===== config.mk =====
export PLATFORM = sky130hd
export DESIGN_NAME = sha256_stream_hasher
export DESIGN_NICKNAME = d
export VERILOG_FILES = /design/src/rtl/sha256_pkg.sv /design/src/rtl/sha256_datapath.sv /design/src/rtl/sha256_control.sv /design/src/rtl/sha256_stream_hasher.sv
export SDC_FILE = /design/constraint.sdc
export NUM_CORES = 2
export LEC_CHECK = 0
export CORE_ASPECT_RATIO = 0.9
export CORE_MARGIN = 3
export CORE_UTILIZATION = 65
export DETAILED_ROUTE_END_ITERATION = 16
export DONT_BUFFER_PORTS = 1
export GPL_TIMING_DRIVEN = 0
export PLACE_DENSITY = 0.79
export SKIP_CTS_REPAIR_TIMING = 1
export SYNTH_ARGS = -nofsm -noshare
export SYNTH_HDL_FRONTEND = slang
export SYNTH_SLANG_ARGS = --single-unit

===== constraint.sdc =====
create_clock -name clk -period 13.1 [get_ports clk]
set_input_delay 2.62 -clock clk [delete_from_list [all_inputs] [get_ports clk]]
set_output_delay 2.62 -clock clk [all_outputs]
set_load 0.05 [all_outputs]

===== src/rtl/sha256_pkg.sv =====
package sha256_pkg;

  localparam int unsigned BlockBytes = 64;
  localparam int unsigned Rounds     = 64;

  typedef struct packed {
    logic       command;
    logic [7:0] message_byte;
  } in_word_t;

  typedef struct packed {
    logic [63:0] digest_part0;
    logic [63:0] digest_part1;
    logic [63:0] digest_part2;
    logic [63:0] digest_part3;
  } out_word_t;

  typedef enum logic [1:0] {
    BYTE_MSG  = 2'd0,
    BYTE_PAD  = 2'd1,
    BYTE_ZERO = 2'd2,
    BYTE_LEN  = 2'd3
  } byte_sel_t;

  typedef struct packed {
    logic       load_byte;
    byte_sel_t  byte_sel;
    logic [2:0] len_idx;
    logic       round_start;
    logic       round_step;
    logic       round_last;
    logic       fold;
    logic       restart;
    logic       count_byte;
  } dp_cmd_t;

  typedef struct packed {
    logic [5:0] fill_count;
  } dp_stat_t;

  localparam logic [7:0] PadByte = 8'h80;

  localparam logic [31:0] InitHash [8] = '{
    32'h6a09e667, 32'hbb67ae85, 32'h3c6ef372, 32'ha54ff53a,
    32'h510e527f, 32'h9b05688c, 32'h1f83d9ab, 32'h5be0cd19};

  localparam logic [31:0] RoundK [64] = '{
    32'h428a2f98, 32'h71374491, 32'hb5c0fbcf, 32'he9b5dba5,
    32'h3956c25b, 32'h59f111f1, 32'h923f82a4, 32'hab1c5ed5,
    32'hd807aa98, 32'h12835b01, 32'h243185be, 32'h550c7dc3,
    32'h72be5d74, 32'h80deb1fe, 32'h9bdc06a7, 32'hc19bf174,
    32'he49b69c1, 32'hefbe4786, 32'h0fc19dc6, 32'h240ca1cc,
    32'h2de92c6f, 32'h4a7484aa, 32'h5cb0a9dc, 32'h76f988da,
    32'h983e5152, 32'ha831c66d, 32'hb00327c8, 32'hbf597fc7,
    32'hc6e00bf3, 32'hd5a79147, 32'h06ca6351, 32'h14292967,
    32'h27b70a85, 32'h2e1b2138, 32'h4d2c6dfc, 32'h53380d13,
    32'h650a7354, 32'h766a0abb, 32'h81c2c92e, 32'h92722c85,
    32'ha2bfe8a1, 32'ha81a664b, 32'hc24b8b70, 32'hc76c51a3,
    32'hd192e819, 32'hd6990624, 32'hf40e3585, 32'h106aa070,
    32'h19a4c116, 32'h1e376c08, 32'h2748774c, 32'h34b0bcb5,
    32'h391c0cb3, 32'h4ed8aa4a, 32'h5b9cca4f, 32'h682e6ff3,
    32'h748f82ee, 32'h78a5636f, 32'h84c87814, 32'h8cc70208,
    32'h90befffa, 32'ha4506ceb, 32'hbef9a3f7, 32'hc67178f2};

endpackage


===== src/rtl/sha256_datapath.sv =====
module sha256_datapath (
  input  logic                 clk,
  input  logic                 rst,
  input  sha256_pkg::dp_cmd_t  cmd,
  input  logic [7:0]           message_byte,
  output sha256_pkg::dp_stat_t stat,
  output sha256_pkg::out_word_t digest
);
  import sha256_pkg::*;

  logic [5:0]  fill_count;
  logic [63:0] message_length;
  logic [31:0] hash [8];
  logic [31:0] wv [8];
  logic [31:0] win [16];
  logic [5:0]  round;
  logic [63:0] bits;
  logic [7:0]  byte_in;
  logic [31:0] w_t, w_new, t1, t2, s0, s1, e, a;

  function automatic logic [31:0] rotr(input logic [31:0] x, input int n);
    rotr = (x >> n) | (x << (32 - n));
  endfunction

  assign bits = {message_length[60:0], 3'b000};

  always_comb begin
    case (cmd.byte_sel)
      BYTE_MSG:  byte_in = message_byte;
      BYTE_PAD:  byte_in = PadByte;
      BYTE_ZERO: byte_in = 8'h00;
      BYTE_LEN:  byte_in = bits[8*(7-cmd.len_idx) +: 8];
      default:   byte_in = 8'h00;
    endcase
  end

  always_comb begin
    s0 = rotr(win[1], 7) ^ rotr(win[1], 18) ^ (win[1] >> 3);
    s1 = rotr(win[14], 17) ^ rotr(win[14], 19) ^ (win[14] >> 10);
    w_new = s1 + win[9] + s0 + win[0];
    w_t = (round < 6'd16) ? win[0] : w_new;
    e = wv[4];
    a = wv[0];
    t1 = wv[7] + (rotr(e, 6) ^ rotr(e, 11) ^ rotr(e, 25)) +
         ((e & wv[5]) ^ (~e & wv[6])) + RoundK[round] + w_t;
    t2 = (rotr(a, 2) ^ rotr(a, 13) ^ rotr(a, 22)) +
         ((a & wv[1]) ^ (a & wv[2]) ^ (wv[1] & wv[2]));
  end

  // load bytes big-endian into the window; it shifts; win[0] feeds w_t in rounds 0-15
  always_ff @(posedge clk) begin
    if (cmd.load_byte) begin
      win[fill_count[5:2]][{~fill_count[1:0], 3'b000} +: 8] <= byte_in;
    end else if (cmd.round_step) begin
      for (int i = 0; i < 15; i++) win[i] <= win[i+1];
      win[15] <= w_t;
    end
  end

  always_ff @(posedge clk) begin
    if (cmd.round_start) begin
      for (int i = 0; i < 8; i++) wv[i] <= hash[i];
    end else if (cmd.round_step) begin
      wv[7] <= wv[6]; wv[6] <= wv[5]; wv[5] <= wv[4]; wv[4] <= wv[3] + t1;
      wv[3] <= wv[2]; wv[2] <= wv[1]; wv[1] <= wv[0]; wv[0] <= t1 + t2;
    end
  end

  always_ff @(posedge clk) begin
    if (rst || cmd.restart) begin
      for (int i = 0; i < 8; i++) hash[i] <= InitHash[i];
      fill_count     <= '0;
      message_length <= '0;
      round          <= '0;
    end else begin
      if (cmd.load_byte) fill_count <= fill_count + 6'd1;
      if (cmd.count_byte) message_length <= message_length + 64'd1;
      if (cmd.round_start) round <= '0;
      else if (cmd.round_step) round <= round + 6'd1;
      if (cmd.fold)
        for (int i = 0; i < 8; i++) hash[i] <= hash[i] + wv[i];
    end
  end

  assign stat.fill_count = fill_count;
  assign digest = '{digest_part0: {hash[0], hash[1]}, digest_part1: {hash[2], hash[3]},
                    digest_part2: {hash[4], hash[5]}, digest_part3: {hash[6], hash[7]}};

endmodule


===== src/rtl/sha256_control.sv =====
module sha256_control (
  input  logic                 clk,
  input  logic                 rst,
  input  logic                 in_valid,
  input  logic                 in_command,
  output logic                 in_stall,
  output logic                 out_valid,
  input  logic                 out_stall,
  input  sha256_pkg::dp_stat_t stat,
  output sha256_pkg::dp_cmd_t  cmd
);
  import sha256_pkg::*;

  typedef enum logic [2:0] {
    IDLE, START, ROUND, FOLD, PAD, OUTPUT
  } state_t;

  state_t     state, state_next;
  logic [5:0] rcount, rcount_next;
  logic       finishing, finishing_next;
  logic       final_blk, final_blk_next;
  logic       out_valid_next;
  logic       accept;

  assign in_stall = (state != IDLE) || out_valid;
  assign accept   = in_valid && !in_stall;

  always_comb begin
    state_next     = state;
    rcount_next    = rcount;
    finishing_next = finishing;
    final_blk_next = final_blk;
    out_valid_next = out_valid && out_stall;
    cmd            = '0;
    cmd.byte_sel   = BYTE_MSG;
    cmd.len_idx    = stat.fill_count[2:0];
    case (state)
      IDLE: begin
        if (accept) begin
          if (!in_command) begin
            cmd.load_byte  = 1'b1;
            cmd.count_byte = 1'b1;
            finishing_next = 1'b0;
            if (stat.fill_count == 6'(BlockBytes - 1)) state_next = START;
          end else begin
            cmd.load_byte  = 1'b1;
            cmd.byte_sel   = BYTE_PAD;
            finishing_next = 1'b1;
            final_blk_next = 1'b0;
            state_next = (stat.fill_count == 6'(BlockBytes - 1)) ? START : PAD;
          end
        end
      end
      PAD: begin
        cmd.load_byte = 1'b1;
        // length goes only in the final block: this one if the 0x80 left room for it, else the extra block
        if (stat.fill_count >= 6'd56 && final_blk)
          cmd.byte_sel = BYTE_LEN;
        else
          cmd.byte_sel = BYTE_ZERO;
        if (stat.fill_count == 6'(BlockBytes - 1)) state_next = START;
      end
      START: begin
        cmd.round_start = 1'b1;
        rcount_next = '0;
        state_next = ROUND;
      end
      ROUND: begin
        cmd.round_step = 1'b1;
        rcount_next = rcount + 6'd1;
        if (rcount == 6'(Rounds - 1)) state_next = FOLD;
      end
      FOLD: begin
        cmd.fold = 1'b1;
        if (!finishing) state_next = IDLE;
        else if (final_blk) begin
          state_next = OUTPUT;
        end else begin
          state_next = PAD;
        end
      end
      OUTPUT: begin
        out_valid_next = 1'b1;
        cmd.restart = 1'b1;
        state_next = IDLE;
      end
      default: state_next = IDLE;
    endcase
  end

  always_ff @(posedge clk) begin
    if (rst) begin
      state     <= IDLE;
      rcount    <= '0;
      finishing <= 1'b0;
      final_blk <= 1'b0;
      out_valid <= 1'b0;
    end else begin
      state     <= state_next;
      rcount    <= rcount_next;
      finishing <= finishing_next;
      out_valid <= out_valid_next;
      if (accept && in_command) begin
        final_blk <= (stat.fill_count < 6'd56);
      end else if (state == FOLD && finishing && !final_blk) begin
        final_blk <= 1'b1;
      end else begin
        final_blk <= final_blk_next;
      end
    end
  end

endmodule


===== src/rtl/sha256_stream_hasher.sv =====
// channel | dir | payload      | handshake
// in      | in  | in_word_t    | in_valid / in_stall
// out     | out | out_word_t   | out_valid / out_stall
// Bytes are taken one per cycle while the input does not stall; a full block then runs
// a load, 64 rounds of the single round unit and a fold. Finish pads one byte per cycle,
// runs one or two blocks, then presents the digest.
// Synchronous reset restores the initial hash. Input stalls while a block or
// finish runs and while a digest waits to be taken.
module sha256_stream_hasher (
  input  logic                  clk,
  input  logic                  rst,
  input  logic                  in_valid,
  output logic                  in_stall,
  input  sha256_pkg::in_word_t  in_data,
  output logic                  out_valid,
  input  logic                  out_stall,
  output sha256_pkg::out_word_t out_data
);
  import sha256_pkg::*;

  dp_cmd_t   cmd;
  dp_stat_t  stat;
  out_word_t digest;
  out_word_t out_reg;

  sha256_control u_ctrl (
    .clk, .rst, .in_valid, .in_command(in_data.command), .in_stall,
    .out_valid, .out_stall, .stat, .cmd
  );

  sha256_datapath u_dp (
    .clk, .rst, .cmd, .message_byte(in_data.message_byte), .stat, .digest
  );

  always_ff @(posedge clk) begin
    if (cmd.restart) out_reg <= digest;
  end

  assign out_data = out_reg;

endmodule


==> results.toml <==
[outcome]
status = "finished, violations left"
failed_checks = "capacitance limit, slew limit"

[sta]
min_period_ps = 12350
slew-limit-headroom = -0.0165
setup_ws_ps = 748
rsz0062_at_grt = "false"
setup_tns_ps = 0
finalHoldViolCount = 0
worstMarginPinSlew_ps = 1510
fin_crit_sh = 0.943
worst_hold_slack_ps = 485
setup_viol = 0
fmax_mhz = 81.0
skew_ps = 108
slew_viol_final = 3

[floorplanning]
dieArea_um2 = 127000
design.portCount = 271
placementRows = 121
die_x_um = 375
initial_core_util = 0.656
core_area_um2 = 121000
die_h_um = 338

[logic_synthesis]
synthesis.area_um2 = 79500
synth_ff_type = "edfxtp_1"
yosysTopAreaCell = "edfxtp_1"
synthesis.nets = 7891
yosysMostFrequentCell = "edfxtp_1"
synth_top_area_frac = 0.484
synth_common_cells = "1280 x edfxtp_1, 1029 x nand2_1, 648 x a21o_1, 474 x nor2_1, 408 x ha_1"
ys_seq_area_frac = 0.505
synthDistinctLibCells = 95
synthArstFlopShare = 0
synth-edff-count = 1280
yosys_register_bits = 1365
netlist_top_cells_area = "edfxtp_1 48%, ha_1 6.4%, a21o_1 6.1%"
avgSynthCellArea_um2 = 10.9
synth_cells = 7273
yosys_warnings = 0

[worst_setup_path]
cpMostUsedCell = "xnor2_1"
cp_slowest_cell = "xnor2_1"
start_kind = "register"
critical_path_arrival_ps = 12850
cp_num_buf_inv = 3
cpPeakStageDelay_ps = 720
path_max_fanout = 5
end_kind = "register"
worstSetupPathType = "register to register"
crit_family = "adder cells"
required_ps = 13600

[clock_tree]
cts_tree = "yes"
cts-root-buf = "clkbuf_16"
max-clock-path-buffers = 3
clock_tree.htree_level_count = 4
cts_buffers = 140
clk_latency_ps = 810
clk_pin_slew_ps = 70
cts_sinks = 1365

[hold_path]
hp-class = "register to register"

[detailed_routing]
viasPerCell = 6.74
drtIter0Drc = 9319
drc = 0
vias = 61700
wl_per_cell_um = 29.6
first_pass_iters = 8
ant_nets = 0
routed_wl_um = 271000

[placement]
dp.cells = 8888
placed_area_um2 = 81900
io_buffers = 0
routabilityCongestion = 1.03
pre_cts_slack_ps = 1150
dp_hpwl_um = 205000

[finish]
instances_no_fill = 9154
post-route-util = 0.715
syn2layout_area_growth_pct = 8.96
fillCellCount = 8448
drive_gt1_frac = 0.0428
design_area_um2 = 86600
nNetsFinal = 8051

[global_route]
grt_use_total = 0.423
overflow = 0
grt_pass1_vias = 58400
grt_max_degree = 139
antenna_found_initial = 12
grt_pass1_wl_um = 390000

[power_and_ir_drop]
power_switching_mw = 2.84
sw_frac_of_total = 0.270
p_per_area_nw_per_um2 = 122
power_mw = 10.5
seq_power_share = 0.462
p_clk_frac = 0.395
combPwrFrac = 0.143
peakVddDrop_mv = 0.138
p_int_mw = 7.68
leakagePower_nw = 36.0

[run]
maxCapViolations = 1
## power by group through the flow
stage / sequential (mW) / combinational (mW) / clock [mW]
CTS: 4.86 / 1.45 / 4.14
finish: 4.86 / 1.51 / 4.16
global placement: 4.96 / 1.38 / 0
global route: 4.86 / 1.60 / 4.30
detailed placement: 4.95 / 1.43 / 0
floorplan: 4.93 / 0.990 / 0
## layout make-up
cell class / instances / area [µm²] / area share
clock buffer: 166 / 3640 / 0.0421
antenna: 11 / 27.5 / 0.000318
inverter: 362 / 1370 / 0.0159
buffer: 347 / 1320 / 0.0153
clock inverter: 87 / 1060 / 0.0123
timing repair buffer: 18 / 337 / 0.00389
sequential: 1365 / 40100 / 0.463
tap: 1599 / 2000 / 0.0231
multi-input combinational: 5199 / 36700 / 0.424
## metal layers
layer / part of all wire / up-vias / track usage
met5: 0.00063 / - / 0
met4: 0.062 / 8 / 0.222
met3: 0.15 / 860 / 0.136
met2: 0.42 / 4786 / 0.619
met1: 0.37 / 29700 / 0.566
li1: - / 26300 / -
## registers in the layout (all words and copies together) (netlist names)
register	count
u_dp.win	512
out_data	256
u_dp.hash	256
u_dp.wv	256
u_dp.message_length	61
u_ctrl.rcount	6
u_dp.round	6
u_dp.stat	6
u_ctrl.state	3
u_ctrl.final_blk	1
u_ctrl.finishing	1
u_ctrl.out_valid	1
## logic make-up after synthesis
| family | share of synthesized area |
|---|---|
| XOR/XNOR | 0.0679 |
| buffers and inverters | 0.0336 |
| multiplexers | 0.0136 |
| AO/OA/AOI/OAI | 0.153 |
| AND/OR/NAND/NOR | 0.111 |
| flip-flops | 0.505 |
| adder cells (fa/ha/maj) | 0.116 |
## final timing paths
check	to	start	slack, ps	cells after the start
setup / recovery	u_dp.wv[0][31]	u_dp.win[1][6]	750	42
setup reg to reg	u_dp.wv[0][31]	u_dp.win[1][6]	750	42
hold / removal	u_dp.win[11][19]	u_dp.win[12][19]	480	1
hold reg to reg	u_dp.win[11][19]	u_dp.win[12][19]	480	1
## cell usage in the layout, fill, tap and decap left out, types with 50 or more instances in the layout
cell type | synthesis | routed
a211oi_1 | 50 | 50
a21o_1 | 648 | 648
a21oi_1 | 370 | 364
clkbuf_1 | 320 | 339
clkbuf_16 | 0 | 142
dfxtp_1 | 85 | 85
edfxtp_1 | 1280 | 1280
fa_1 | 197 | 197
ha_1 | 408 | 408
inv_1 | 359 | 357
nand2_1 | 1029 | 1029
nand2b_1 | 63 | 63
nand3_1 | 97 | 97
nor2_1 | 474 | 474
nor3_1 | 79 | 79
o21ai_0 | 401 | 384
xnor2_1 | 374 | 374
xor2_1 | 240 | 240
Power figures use the tool's default switching activity.
